$ cat src/hdl/tgard_pkg.sv
// ---------------------------------------------------------------------------
// tgard_pkg
// Shared types and constants for the TGA run-length pixel decoder.
// ---------------------------------------------------------------------------
package tgard_pkg;

  localparam int unsigned HeaderLen   = 18;
  localparam logic [7:0]  RleType     = 8'd10;
  localparam logic [7:0]  Depth24     = 8'd24;
  localparam logic [7:0]  Depth32     = 8'd32;
  localparam logic [7:0]  CountMask   = 8'h7f;
  localparam logic [7:0]  OpaqueAlpha = 8'hff;

  // status codes of a result
  localparam logic [1:0] StatusPixel     = 2'd0;
  localparam logic [1:0] StatusBadType   = 2'd1;
  localparam logic [1:0] StatusBadDepth  = 2'd2;

  typedef struct packed {
    logic [7:0] red;
    logic [7:0] green;
    logic [7:0] blue;
    logic [7:0] alpha;
    logic [7:0] repeat_count;
    logic       image_done;
    logic [1:0] status;
  } result_t;

endpackage

$ cat src/hdl/tgard_decode.sv
// ---------------------------------------------------------------------------
// tgard_decode
// Header parser and packet/pixel decoder; one byte of update per request.
// ---------------------------------------------------------------------------
module tgard_decode (
  input  logic               clk,
  input  logic               rst,
  input  logic               accept,
  input  logic [7:0]         data_byte,
  input  logic               start_of_file,
  output logic               res_valid,
  output tgard_pkg::result_t res
);
  import tgard_pkg::*;

  typedef enum logic [2:0] {
    PH_IDLE, PH_HEADER, PH_IDSKIP, PH_PKTHDR, PH_PIXEL, PH_DONE
  } phase_t;

  phase_t      phase, phase_next, ph;
  logic [4:0]  header_index, header_index_next, hidx;
  logic [7:0]  id_bytes_left, id_bytes_left_next;
  logic [7:0]  image_type, image_type_next;
  logic [15:0] image_width, image_width_next;
  logic [15:0] image_height, image_height_next;
  logic [2:0]  bytes_per_pixel, bytes_per_pixel_next;
  logic        packet_is_run, packet_is_run_next;
  logic [7:0]  packet_count, packet_count_next;
  logic [1:0]  pixel_byte_index, pixel_byte_index_next;
  logic [7:0]  pixel_bytes [4];
  logic [31:0] pixels_left, pixels_left_next;
  logic [7:0]  rep_raw, rep;
  logic        pixel_last;

  // current byte overrides the stored one at the index being written
  function automatic logic [7:0] pick(input logic [1:0] idx, input logic [1:0] wr,
                                      input logic [7:0] b, input logic [7:0] stored);
    pick = (idx == wr) ? b : stored;
  endfunction

  always_comb begin
    // start of file restarts the header parser
    ph   = start_of_file ? PH_HEADER : phase;
    hidx = start_of_file ? 5'd0 : header_index;

    phase_next            = ph;
    header_index_next     = hidx;
    id_bytes_left_next    = id_bytes_left;
    image_type_next       = image_type;
    image_width_next      = image_width;
    image_height_next     = image_height;
    bytes_per_pixel_next  = bytes_per_pixel;
    packet_is_run_next    = packet_is_run;
    packet_count_next     = packet_count;
    pixel_byte_index_next = pixel_byte_index;
    pixels_left_next      = pixels_left;
    res_valid             = 1'b0;
    res                   = '0;

    pixel_last = ({1'b0, pixel_byte_index} + 3'd1) >= bytes_per_pixel;
    rep_raw    = packet_is_run ? packet_count : 8'd1;
    rep        = ({24'd0, rep_raw} > pixels_left) ? pixels_left[7:0] : rep_raw;

    case (ph)
      PH_HEADER: begin
        case (hidx)
          5'd0:  id_bytes_left_next = data_byte;
          5'd2:  image_type_next = data_byte;
          5'd12: image_width_next[7:0] = data_byte;
          5'd13: image_width_next[15:8] = data_byte;
          5'd14: image_height_next[7:0] = data_byte;
          5'd15: image_height_next[15:8] = data_byte;
          5'd16: bytes_per_pixel_next = (data_byte == Depth24) ? 3'd3 :
                                        (data_byte == Depth32) ? 3'd4 : 3'd0;
          default: ;
        endcase
        header_index_next = hidx + 5'd1;
        if (hidx == 5'(HeaderLen - 1)) begin
          header_index_next = '0;
          if (image_type != RleType) begin
            phase_next       = PH_DONE;
            res_valid        = 1'b1;
            res.image_done   = 1'b1;
            res.status       = StatusBadType;
          end else if (bytes_per_pixel == 3'd0) begin
            phase_next       = PH_DONE;
            res_valid        = 1'b1;
            res.image_done   = 1'b1;
            res.status       = StatusBadDepth;
          end else begin
            pixels_left_next = {16'd0, image_width} * {16'd0, image_height};
            if (image_width == 16'd0 || image_height == 16'd0) begin
              phase_next = PH_DONE;
            end else if (id_bytes_left != 8'd0) begin
              phase_next = PH_IDSKIP;
            end else begin
              phase_next = PH_PKTHDR;
            end
          end
        end
      end
      PH_IDSKIP: begin
        id_bytes_left_next = id_bytes_left - 8'd1;
        if (id_bytes_left_next == 8'd0) begin
          phase_next = PH_PKTHDR;
        end
      end
      PH_PKTHDR: begin
        packet_is_run_next    = data_byte[7];
        packet_count_next     = (data_byte & CountMask) + 8'd1;
        pixel_byte_index_next = '0;
        phase_next            = PH_PIXEL;
      end
      PH_PIXEL: begin
        if (!pixel_last) begin
          pixel_byte_index_next = pixel_byte_index + 2'd1;
        end else begin
          pixel_byte_index_next = '0;
          pixels_left_next      = pixels_left - {24'd0, rep};
          packet_count_next     = packet_is_run ? 8'd0 : packet_count - 8'd1;
          if (pixels_left_next == 32'd0) begin
            phase_next = PH_DONE;
          end else if (packet_count_next == 8'd0) begin
            phase_next = PH_PKTHDR;
          end
          res_valid        = 1'b1;
          res.blue         = pick(2'd0, pixel_byte_index, data_byte, pixel_bytes[0]);
          res.green        = pick(2'd1, pixel_byte_index, data_byte, pixel_bytes[1]);
          res.red          = pick(2'd2, pixel_byte_index, data_byte, pixel_bytes[2]);
          res.alpha        = (bytes_per_pixel == 3'd4) ? data_byte : OpaqueAlpha;
          res.repeat_count = rep;
          res.image_done   = (pixels_left_next == 32'd0);
          res.status       = StatusPixel;
        end
      end
      default: ;
    endcase
  end

  always_ff @(posedge clk) begin
    if (rst) begin
      phase            <= PH_IDLE;
      header_index     <= '0;
      id_bytes_left    <= '0;
      image_type       <= '0;
      image_width      <= '0;
      image_height     <= '0;
      bytes_per_pixel  <= '0;
      packet_is_run    <= 1'b0;
      packet_count     <= '0;
      pixel_byte_index <= '0;
      pixels_left      <= '0;
    end else if (accept) begin
      phase            <= phase_next;
      header_index     <= header_index_next;
      id_bytes_left    <= id_bytes_left_next;
      image_type       <= image_type_next;
      image_width      <= image_width_next;
      image_height     <= image_height_next;
      bytes_per_pixel  <= bytes_per_pixel_next;
      packet_is_run    <= packet_is_run_next;
      packet_count     <= packet_count_next;
      pixel_byte_index <= pixel_byte_index_next;
      pixels_left      <= pixels_left_next;
    end
  end

  // pixel byte store, no reset: every entry is written before it is read
  always_ff @(posedge clk) begin
    if (accept && ph == PH_PIXEL) begin
      pixel_bytes[pixel_byte_index] <= data_byte;
    end
  end

endmodule

$ cat src/hdl/tgard_out_stage.sv
// ---------------------------------------------------------------------------
// tgard_out_stage
// Result register; loads a new result while the old one is being taken.
// ---------------------------------------------------------------------------
module tgard_out_stage (
  input  logic               clk,
  input  logic               rst,
  input  logic               load,
  input  tgard_pkg::result_t load_res,
  input  logic               take,
  output logic               full,
  output tgard_pkg::result_t res
);
  import tgard_pkg::*;

  always_ff @(posedge clk) begin
    if (rst) begin
      full <= 1'b0;
    end else if (load) begin
      full <= 1'b1;
    end else if (take) begin
      full <= 1'b0;
    end
  end

  always_ff @(posedge clk) begin
    if (load) begin
      res <= load_res;
    end
  end

endmodule

$ cat src/hdl/tga_rle_pixel_decoder_top.sv
// ---------------------------------------------------------------------------
// tga_rle_pixel_decoder_top
// TGA type-10 run-length truecolor decoder, one file byte per request.
// ---------------------------------------------------------------------------
// Usage:
//   Feed the image file on the s_axis channel, one byte per request, with
//   s_axis_tuser[0] set on the first header byte; that byte always restarts
//   the parser. Bytes before the first start, and all bytes after the image
//   is complete (footer), are consumed and dropped.
//   Each decoded pixel comes out on m_axis as an RGBA color with a repeat
//   count of 1 to 128; m_axis_tlast marks the run that completes the image.
//   An unsupported image type or depth yields one result with m_axis_tuser
//   set to the error code, zero color and tlast high.
// Latency and throughput:
//   One byte per cycle sustained while m_axis_tready is high. A result is
//   valid in the cycle after the byte that completes it is accepted; the
//   decode between the parser state and the result register is combinational.
// Reset and stalls:
//   rst clears the parser to idle and empties the result register. While
//   the receiver stalls a full result register, s_axis_tready drops and the
//   input holds; if the result is taken in the same cycle, a new byte is
//   still accepted.
// ---------------------------------------------------------------------------
module tga_rle_pixel_decoder_top (
  input  logic        clk,
  input  logic        rst,
  input  logic        s_axis_tvalid,
  output logic        s_axis_tready,
  input  logic [7:0]  s_axis_tdata,   // [7:0] data_byte
  input  logic [0:0]  s_axis_tuser,   // [0] start_of_file
  output logic        m_axis_tvalid,
  input  logic        m_axis_tready,
  output logic [39:0] m_axis_tdata,   // red, green, blue, alpha, repeat_count
  output logic        m_axis_tlast,   // image_done
  output logic [1:0]  m_axis_tuser    // [1:0] status
);
  import tgard_pkg::*;

  logic    accept;
  logic    res_valid;
  result_t dec_res;
  result_t out_res;
  logic    out_full;

  // take a new byte whenever the result register is free or being drained
  assign s_axis_tready = !out_full || m_axis_tready;
  assign accept        = s_axis_tvalid && s_axis_tready;

  tgard_decode u_decode (
    .clk           (clk),
    .rst           (rst),
    .accept        (accept),
    .data_byte     (s_axis_tdata),
    .start_of_file (s_axis_tuser[0]),
    .res_valid     (res_valid),
    .res           (dec_res)
  );

  tgard_out_stage u_out (
    .clk      (clk),
    .rst      (rst),
    .load     (accept && res_valid),
    .load_res (dec_res),
    .take     (m_axis_tready),
    .full     (out_full),
    .res      (out_res)
  );

  assign m_axis_tvalid = out_full;
  assign m_axis_tdata  = {out_res.repeat_count, out_res.alpha, out_res.blue,
                          out_res.green, out_res.red};
  assign m_axis_tlast  = out_res.image_done;
  assign m_axis_tuser  = out_res.status;

endmodule

$ cat config.mk
export PLATFORM = sky130hd
export DESIGN_NAME = tga_rle_pixel_decoder_top
export DESIGN_NICKNAME = d
export VERILOG_FILES = /design/src/hdl/tgard_pkg.sv /design/src/hdl/tgard_decode.sv /design/src/hdl/tgard_out_stage.sv /design/src/hdl/tga_rle_pixel_decoder_top.sv
export SDC_FILE = /design/constraint.sdc
export NUM_CORES = 1
export LEC_CHECK = 0
export ABC_AREA = 1
export BUFFER_PORTS_ARGS = -buffer_cell sky130_fd_sc_hd__buf_2
export CAP_MARGIN = 10
export CORE_ASPECT_RATIO = 1.5
export CORE_MARGIN = 8
export CORE_UTILIZATION = 55
export DETAILED_ROUTE_END_ITERATION = 12
export GPL_ROUTABILITY_DRIVEN = 1
export GPL_TIMING_DRIVEN = 0
export PLACE_DENSITY = 0.86
export SETUP_SLACK_MARGIN = 0.05
export SLEW_MARGIN = 40
export SYNTH_ARGS = -nofsm -noshare
export SYNTH_HDL_FRONTEND = slang
export SYNTH_SLANG_ARGS = --single-unit
$ cat constraint.sdc
create_clock -name clk -period 6.3 [get_ports clk]
set_clock_uncertainty 0.2 [all_clocks]
set_input_delay 0.315 -clock clk [delete_from_list [all_inputs] [get_ports clk]]
set_output_delay 0.315 -clock clk [all_outputs]
set_load 0.005 [all_outputs]
==> flow_summary.yaml <==
sta:
  fin_crit_sh: 0.962
  max_freq_mhz: 165
  setup_viol: 0
  slew_viol_final: 0
  finalSetupTns_ns: 0
  finalHoldViolCount: 0
  period_needed_ns: 6.06
  worst_pin_slew_ns: 0.877
  slew-limit-headroom: 0.415
  setup_ws_ns: 0.236
  rsz0062_at_grt: "true"
setup_path:
  cp_num_buf_inv: 4
  max_stage_delay_ns: 0.62
  critical_path.cell_chain: "clkbuf_4 -> nand2_1 -> fa_1 -> fa_1 -> fa_1 -> fa_1 -> inv_1 -> fa_1 -> fa_1 -> ha_2 -> a21oi_1 -> o21ai_0 -> a21oi_1 -> o221ai_2 -> buf_4 -> or2_2 -> nand3_1 -> nand3_1 -> o211ai_1 -> inv_1"
  critPathRequiredTime_ns: 6.44
  cp.arrival_ns: 6.21
  crit_path_frequent_cell: "fa_1"
  end_kind: "flop"
  path_max_fanout: 10
  start_kind: "flop"
  slowest_stage: "fa_1"
  cpLargestDelayFamily: "adder cells"
  crit_type: "reg2reg"
detailed_routing:
  drc: 1
  drt-vias-per-instance: 5.82
  wl_mm: 54.8
  ant_nets: 0
  via_count: 16400
  firstDrtPassIters: 12
  detail_route.wl_per_cell_um: 19.4
  drt_iter0_drc: 1423
final_layout:
  layout-drive-gt1-share: 0.112
  diodes: 0
  nFillCells: 2644
  ff_latch_area_um2: 4160
  area_growth_pct: 11.6
  multiInputGateArea_um2: 11700
  fin_nets: 2739
synthesis:
  synthesis.nets: 2673
  synth.avg_cell_area_um2: 7.61
  synth_cell_types: 57
  yosys_warnings: 0
  ys_async_sr_fraction: 0
  synth_seq_area_share: 0.228
  synth_ff_type: "dfxtp_1"
  ys_seq_elements: 169
  synth-edff-count: 67
  syn_inst: 2333
  synthesis.area_um2: 17800
floorplan:
  dieArea_um2: 38400
  core_region_area_um2: 31800
  start_util: 0.558
  io_pins: 58
  row_count: 80
  fp.dieH_um: 236
  dieWidth_um: 163
min_path:
  hold_path_class: "in2reg"
placed_design:
  place_ws_ns: -0.993
  place.detailed.hpwl_mm: 42.3
  port_buffers: 56
  place_congestion: 0.968
cts:
  cts.sinks: 169
  cts_tree: "built"
  clock_latency_ns: 0.46
  cts_buffer_depth: 2
  htreeDepth: 4
  clk_pin_slew_worst_paths_ns: 0.07
  cts_root_buffer: "clkbuf_16"
  cts_buffers: 17
grt:
  grt_pass1_vias: 16800
  antenna_found_initial: 1
  overflow: 0
  grt_pass1_wl_mm: 85.9
  grt_max_degree: 25
  gr-usage-all-layers: 0.285
pwr:
  ir_drop_v: 0.000183
  p_leak_nw: 9.75
  p_per_area_nw_per_um2: 165
  p_total_w: 0.00327
status:
  violations: "DRC"
  status: "finished with violations"
flow_run:
  cap_violations: 0
[layout make-up]
cell class | instances | share of cell area
Multi-Input combinational cell | 1581 | 0.592
Sequential cell | 169 | 0.210
Inverter | 476 | 0.0904
Buffer | 73 | 0.0275
Tap cell | 410 | 0.0259
Timing Repair Buffer | 81 | 0.0250
Clock buffer | 21 | 0.0227
Clock inverter | 11 | 0.00606
[per-stage QoR]
stage	instances	utilization	instance area [um^2]	hold slack, ns
5_1_grt	2822	0.623	19800	0.0252
3_5_place_dp	2800	0.584	18600	0.271
4_1_cts	2810	0.613	19500	0.00864
3_3_place_gp	2799	0.583	18600	0.269
2_1_floorplan	2333	-	17800	0.214
6_report	2822	0.623	19800	0.0230
[state kept, by name, summed over array words and instances (netlist names), 5 cells and up]
register,count
u_out.res,43
u_decode.pixels_left,32
u_decode.pixel_bytes,24
u_decode.image_height,16
u_decode.image_width,16
u_decode.id_bytes_left,8
u_decode.image_type,8
u_decode.packet_count,8
u_decode.header_index,5
[synthesized netlist by cell type (all sizes together) (11+ instances only)]
cell | instances | area, um^2
a21oi | 155 | 780
a31oi | 28 | 175
buf | 11 | 58.8
clkbuf | 96 | 360
dfxtp | 102 | 2040
edfxtp | 67 | 2010
fa | 195 | 3900
ha | 132 | 1650
inv | 469 | 1770
nand2 | 565 | 2200
nand3 | 85 | 478
nand4 | 31 | 200
nor2 | 131 | 532
nor3 | 17 | 100
nor4 | 19 | 125
o21ai | 139 | 696
or2 | 15 | 93.8
xor2 | 17 | 149
[layer usage]
| layer | GRT usage | vias to the layer above | wire (um) |
|---|---|---|---|
| met3 | 0.0533 | 315 | 4160 |
| li1 | - | 7450 | - |
| met5 | 0 | - | 22 |
| met1 | 0.290 | 7828 | 18300 |
| met4 | 0.217 | 2 | 4570 |
| met2 | 0.505 | 824 | 27700 |
[cells by family (layout without fill, tap and decap cells)]
logic type               count (synthesis)  after routing  synth area share
AND/OR/NAND/NOR                        871            871             0.213
flip-flops                             169            169             0.228
XOR/XNOR                                24             24            0.0118
buffers and inverters                  583            662             0.124
adder cells (fa/ha/maj)                327            327             0.313
AO/OA/AOI/OAI                          359            359             0.110
[cell usage in the layout, fill, tap and decap left out, types with 10 or more instances in the layout]
master	n
fa_1	193
o21ai_0	125
ha_1	121
nor4_1	16
nand2_1	546
nand4_1	30
clkbuf_16	17
edfxtp_1	67
clkbuf_8	18
a21oi_2	10
a31oi_1	27
or2_2	15
buf_2	58
xor2_1	17
nor2_1	122
buf_4	25
nand3_1	79
inv_1	463
dfxtp_4	27
a21oi_1	142
dfxtp_1	71
nor3_1	13
nand2_2	15
clkbuf_1	34
[worst paths after layout]
check,start,slack (ns),endpoint,depth (start not counted)
worst max-delay path,u_decode.image_height[13]$_SDFFE_PP0P_,0.24,u_decode.pixels_left[29]$_SDFFE_PP0P_,20
worst min-delay path,s_axis_tdata[7],0.02,u_decode.pixel_bytes[1][7]$_DFFE_PP_,1
worst max register to register,u_decode.image_height[13]$_SDFFE_PP0P_,0.24,u_decode.pixels_left[29]$_SDFFE_PP0P_,20
worst min register to register,u_decode.header_index[1]$_SDFFE_PP0P_,0.28,u_decode.header_index[1]$_SDFFE_PP0P_,2
[report_power, final]
group	internal, W	total, W	switching, W
clock	0.000593	0.00104	0.000449
combinational	0.000313	0.00105	0.000742
sequential	0.00115	0.00117	0.0000223
[timing repair]
action | 4_1_cts | 5_1_grt
gates cloned | 0 | 0
hold buffers | 3 | 0
pin swaps | 2 | 14
resized for setup | 137 | 68
buffers inserted | 6 | 15
endpoints found under the setup margin | 19 | 15
hold endpoints to repair | 7 | 0
Note: power is estimated with default switching activity, not from simulation.
